[src/hw/rtl/tpc_pkg.sv]
package tpc_pkg;

  localparam int COORD_BITS = 20;
  localparam int WORD_BITS  = 60;
  localparam int TFRAC_BITS = 16;
  localparam int DIFF_BITS  = COORD_BITS + 1;
  localparam int PROD_BITS  = DIFF_BITS + COORD_BITS;
  localparam int DIST_BITS  = PROD_BITS + 2;
  localparam int DEN_BITS   = DIST_BITS + 1;
  localparam int NUM_BITS   = DEN_BITS + TFRAC_BITS;
  localparam int T_BITS     = TFRAC_BITS + 1;
  localparam int MAG_BITS   = COORD_BITS + 1;

  typedef logic signed [COORD_BITS-1:0] lane_t;
  typedef logic signed [DIST_BITS-1:0]  dist_t;
  typedef logic [T_BITS-1:0]            t_frac_t;

  typedef struct packed {
    logic [WORD_BITS-1:0] p;
    logic [WORD_BITS-1:0] n;
    logic [WORD_BITS-1:0] w;
  } vtx_t;

  // lane k of a packed word, missing high bits read as zero
  function automatic lane_t lane_get(input logic [WORD_BITS-1:0] word, input int k);
    logic [3*COORD_BITS-1:0] ext;
    ext = (3*COORD_BITS)'(word);
    return lane_t'(ext[k*COORD_BITS +: COORD_BITS]);
  endfunction

  function automatic logic [WORD_BITS-1:0] lane_pack(input lane_t x, input lane_t y,
                                                     input lane_t z);
    logic [3*COORD_BITS-1:0] r;
    r = {z, y, x};
    return WORD_BITS'(r);
  endfunction

endpackage

[src/hw/rtl/tpc_lerp.sv]
// one packed vector interpolated from i towards o, two stages
module tpc_lerp (
  input  logic                          clk,
  input  logic [tpc_pkg::WORD_BITS-1:0] vi,
  input  logic [tpc_pkg::WORD_BITS-1:0] vo,
  input  tpc_pkg::t_frac_t              t,
  output logic [tpc_pkg::WORD_BITS-1:0] res
);
  localparam int PB = tpc_pkg::MAG_BITS + tpc_pkg::T_BITS;

  tpc_pkg::lane_t              a_q [3];
  logic [2:0]                  neg_q;
  logic [PB-1:0]               prod_q [3];
  tpc_pkg::lane_t              r [3];

  always_ff @(posedge clk) begin
    for (int k = 0; k < 3; k++) begin
      logic signed [tpc_pkg::MAG_BITS-1:0] d;
      logic [tpc_pkg::MAG_BITS-1:0]        m;
      d = tpc_pkg::MAG_BITS'(tpc_pkg::lane_get(vo, k))
        - tpc_pkg::MAG_BITS'(tpc_pkg::lane_get(vi, k));
      m = d[tpc_pkg::MAG_BITS-1] ? -d : d;
      a_q[k]    <= tpc_pkg::lane_get(vi, k);
      neg_q[k]  <= d[tpc_pkg::MAG_BITS-1];
      prod_q[k] <= PB'(m) * PB'(t);
    end
  end

  always_comb begin
    for (int k = 0; k < 3; k++) begin
      logic [PB-1:0] rr;
      rr = (prod_q[k] + PB'(1 << (tpc_pkg::TFRAC_BITS - 1))) >> tpc_pkg::TFRAC_BITS;
      r[k] = neg_q[k] ? a_q[k] - tpc_pkg::COORD_BITS'(rr) : a_q[k] + tpc_pkg::COORD_BITS'(rr);
    end
  end

  always_ff @(posedge clk) res <= tpc_pkg::lane_pack(r[0], r[1], r[2]);
endmodule

[config.mk]
export PLATFORM = sky130hd
export DESIGN_NAME = tpc_lerp
export DESIGN_NICKNAME = d
export VERILOG_FILES = /design/src/hw/rtl/tpc_pkg.sv /design/src/hw/rtl/tpc_lerp.sv
export SDC_FILE = /design/constraint.sdc
export NUM_CORES = 2
export LEC_CHECK = 0
export BUFFER_PORTS_ARGS = -buffer_cell sky130_fd_sc_hd__buf_2
export CAP_MARGIN = 20
export CELL_PAD_IN_SITES_DETAIL_PLACEMENT = 1
export CELL_PAD_IN_SITES_GLOBAL_PLACEMENT = 1
export CORE_ASPECT_RATIO = 0.9
export CORE_UTILIZATION = 50
export DETAILED_ROUTE_END_ITERATION = 7
export PLACE_DENSITY_LB_ADDON = 0.1
export RECOVER_POWER = 25
export SLEW_MARGIN = 25
export SYNTH_ARGS = -nofsm -noshare
export SYNTH_HDL_FRONTEND = slang
export SYNTH_SLANG_ARGS = --single-unit
[constraint.sdc]
create_clock -name clk -period 12.15 [get_ports clk]
set_clock_uncertainty 0.2 [all_clocks]
set_input_delay 0.6075 -clock clk [delete_from_list [all_inputs] [get_ports clk]]
set_output_delay 0.6075 -clock clk [all_outputs]
set_load 0.02 [all_outputs]
* Word-level counts from Yosys, hierarchy flattened *
Memories as Yosys holds them, arrays and structs flattened.
Index checks and enable logic that the tools add are counted.

operators by class
  bitwise logic cells = 0
  reductions and logical operators = 0
  order comparisons = 0
  equal/unequal tests = 0
  multiplexer cells = 6
  add/sub/neg operators = 15
  divide/modulo/power cells = 0
  shift operators = 0
  multiply operators = 3

operator list
  cell                                                               count
  21-bit by 17-bit multiplier with 38-bit output                     3
  36-bit by 16-bit adder with 36-bit output (second input constant)  3
  21-bit two-way mux                                                 3
  21-bit negation                                                    3
  20-bit by 20-bit subtractor with 21-bit output                     3
  20-bit adder                                                       3
  20-bit two-way mux                                                 3
  20-bit subtractor                                                  3

storage, ports and cells
  bits in writable memories = 174
  logic and storage cells = 28
  output and inout port bits = 60
  memories = 2
  bits of input ports = 138
  bits in read-only memories = 0
  bits in registers = 63
  bits in latches = 0

memory list
  memory  words  width  rd ports  clocked after Yosys merged registers in  wr ports  line            RTL
  prod_q  3      38     3         0                                        3         tpc_lerp.sv:13  logic [PB-1:0] prod_q [3];
  a_q     3      20     3         0                                        3         tpc_lerp.sv:11  tpc_pkg::lane_t a_q [3];

* Longest topological paths before layout *
  depth after elaboration = 4
  depth in mapped cells = 42
  depth with buffers taken out = 40

* Worst setup path before layout *
OpenSTA, ideal clock, no wires.

  path kind = input to register
  from = input port vo[40] (netlist bit)
  to = memory prod_q[0][110] (netlist bit)
  arrival time = 9.222 ns
  stages on the path = 40
  required time = 11.878 ns
  setup time = 0.072 ns
  slack = 2.656 ns
  buffers on the path = 3
  cells stage by stage = inv_1 -> ha_1 -> inv_1 -> fa_1 -> a211oi_1 -> o21ai_1 -> a21oi_1 -> a21o_1 -> o21ai_1 -> o31a_1 -> a21oi_1 -> mux2i_1 -> clkbuf_1 -> buf_2 -> nor2_1 -> xor2_1 -> clkbuf_1 -> nand2_1 -> (+4 left out) -> inv_1 -> fa_1 -> inv_1 -> fa_1 -> inv_1 -> ha_1 -> nand2_1 -> nor2_1 -> o41ai_1 -> nor2_1 -> a211oi_1 -> a21o_1 -> a21oi_1 -> o21a_1 -> o31a_1 -> a31o_2 -> a21oi_1 -> xnor2_1

RTL lines
  item             line            RTL
  start, declared  tpc_lerp.sv:5   input logic [tpc_pkg::WORD_BITS-1:0] vo,
  end, declared    tpc_lerp.sv:13

==> metrics.md <==
| Metric | Value |
|---|---|
| Die Span Y | `289 um` |
| Most frequent cells in the layout | `1,155 x inv_1, 849 x fa_1, 646 x nand2_1, 469 x and2_1, 423 x ha_1` |
| Sum of buffers and inverters on the critical path | `8` |
| DP Wirelength | `102,000 um` |
| Synth Instances | `5,326` |
| First-pass GRT wire length | `215,000 um` |
| Fraction of registers with async set/reset | `0%` |
| Starting density of the core | `50.9%` |
| # IOs | `198` |
| Clock Latency Late Sink | `530 ps` |
| Level count of the clock H-tree | `4` |
| Post-route DRC | `0` |
| Final WL | `133,000 um` |
| Max transition margin | `30.1%` |
| Post-layout min period | `11,160 ps` |
| Clock slew seen by the registers of the worst setup and hold paths | `80 ps` |
| Worst Slack Setup Final | `989 ps` |
| Reg2reg start | `prod_q[0][94]$_DFF_P_` |
| Top_reg_cell synth | `dfxtp_1` |
| Most frequent CP cell | `fa_1` |
| Total GRT Usage | `29.7%` |
| Final net count | `6,868` |
| Final cycle utilization of the critical path | `91.9%` |
| Setup total negative slack | `0 ps` |
| Die width | `321 um` |
| Register bit total from synthesis | `186` |
| Fill cell count | `10.9k` |
| Die area | `92,800 um^2` |
| Via count | `35.9k` |
| Crit-path leading delay family | `adder cells` |
| Placed cells | `6,602` |
| Antenna violations before repair | `3` |
| Wirelength per Cell | `19.8 um` |
| Placement row count | `104` |
| Tightest Pin Transition | `1040 ps` |
| Pins Over Slew Limit | `0` |
| Status | `finished, final reports clean` |
| FMAX | `0.0896 GHz` |
| Crit start category | `input port` |
| WP data required | `12,350 ps` |
| Fin cells | `6,692` |
| Post-DRT Antenna Nets | `0` |
| RSZ-0062 raised after global routing | `no` |
| Post-Synthesis Net Count | `6,736` |
| Vias per inst | `5.36` |
| CTS Buffer Depth | `2` |
| PostCTS Resize Cnt | `0` |
| CTS tree | `built` |
| Share of cells above drive strength 1 | `5.57%` |
| Mapped Area | `45,800 um^2` |
| CP Class | `in -> reg` |
| Core ar. | `90,000 um^2` |
| Vias in the first global route | `39.9k` |
| Worst min path class | `in -> reg` |
| CP startpoint | `vi[20]` |
| Post-synth EDFFs | `0` |
| Syn Area/Cell | `8.60 um^2` |
| Area grow syn2layout | `7.56%` |
| Sequential share of the synthesized area | `8.13%` |
| Pin count of the biggest net entering global routing | `64` |
| Final Hold Vio Count | `0` |
| Sequential Area | `3720 um^2` |
| CP max-delay cell | `xor2_1` |
| Max-Cap Viols | `0` |
| Hold_sp | `vi[30]` |
| Worst path max stage delay | `710 ps` |
| Port Buffers | `197` |
| RePlAce Congestion | `0.837` |
| Root Driver | `clkbuf_16` |
| Crit end category | `flip-flop` |
| WHS | `67.6 ps` |
| Synth unique cells | `94` |
| Multi-input logic area | `37,000 um^2` |
| Yosys warns | `0` |
| DRT Pass-1 Iters | `5` |
| CTS sink count | `186` |
| Initial drt markers | `1,786` |
| # setup viols final | `0` |
| CP max FO | `19` |
| Total CTS buffers | `17` |
| CP Data Arrival Time | `11,360 ps` |
| Worst slack at placement | `1170 ps` |
| GRT Residual Overflow | `0` |
| Commonest non-fill, non-tap cell in the layout | `inv_1` |
## synthesized netlist by cell type, types with 68 or more instances
master    instances  share of area (%)
a21oi_1         128                1.4
and2_1          469                6.4
clkbuf_1        195                1.6
dfxtp_1         186                8.1
fa_1            849                 37
ha_1            423                 12
inv_1          1155                9.5
nand2_1         646                5.3
nor2_1          186                1.5
nor3_1           68               0.74
o21ai_0          78               0.85
xnor2_1         193                3.7
xor2_1          116                2.2
## path summary, 6_finish.rpt
| kind | slack [ps] | depth (start not counted) | end |
|---|---|---|---|
| max | 990 | 38 | prod_q[0][73]$_DFF_P_ |
| min | 70 | 1 | a_q[0][30]$_DFF_P_ |
| max reg2reg | 7060 | 18 | res[59]$_DFF_P_ |
| min reg2reg | 340 | 3 | res[40]$_DFF_P_ |
## flip-flops by register name (all words and copies together) (netlist names)
name / flops
a_q: 60
neg_q: 3
prod_q: 63
res: 60
## routing by layer
metal  vias up  wire, um  GRT usage, %
met1     18700     59500          40.0
met2       700     65500          51.6
met4         2      2130          6.26
met5         -         9             0
met3       140      5720          3.30
li1      16400         -             -
## cells by family (layout without fill, tap and decap cells)
| family | after synthesis | after routing | synth area share (%) |
|---|---|---|---|
| compound gates | 471 | 471 | 6.82 |
| fa+ha+maj | 1272 | 1272 | 48.7 |
| buf+inv | 1371 | 1516 | 11.3 |
| xor+xnor | 313 | 313 | 6.09 |
| mux | 10 | 10 | 0.230 |
| other cells | 0 | 2 | 0 |
| flops | 186 | 186 | 8.13 |
| simple gates | 1703 | 1703 | 18.8 |
## area by class of cell
type / count / area share (%)
inverters: 1158 / 8.83
multi-input cells: 3769 / 75.1
repair buffers: 326 / 4.14
clock inverters: 15 / 0.363
well taps: 1219 / 3.10
diodes: 2 / 0.0102
flip-flops and latches: 186 / 7.56
clock buffers: 17 / 0.864
## per-stage QoR
| stage | area [um^2] | util [%] |
|---|---|---|
| final | 49300 | 54.7 |
| after global routing | 49200 | 54.7 |
| after CTS | 49300 | 54.8 |
| after detailed placement | 48100 | 53.5 |
| after global placement | 48100 | 53.4 |
| after floorplan | 45800 | - |
## repair_timing
action	CTS	global route
hold buffers	56	0
setup endpoints to repair	0	0
endpoints found under the hold margin	56	0
setup buffers	0	0
Power is not shown: default switching activity piles up to over one toggle a cycle in this logic, so the estimate is an artifact.
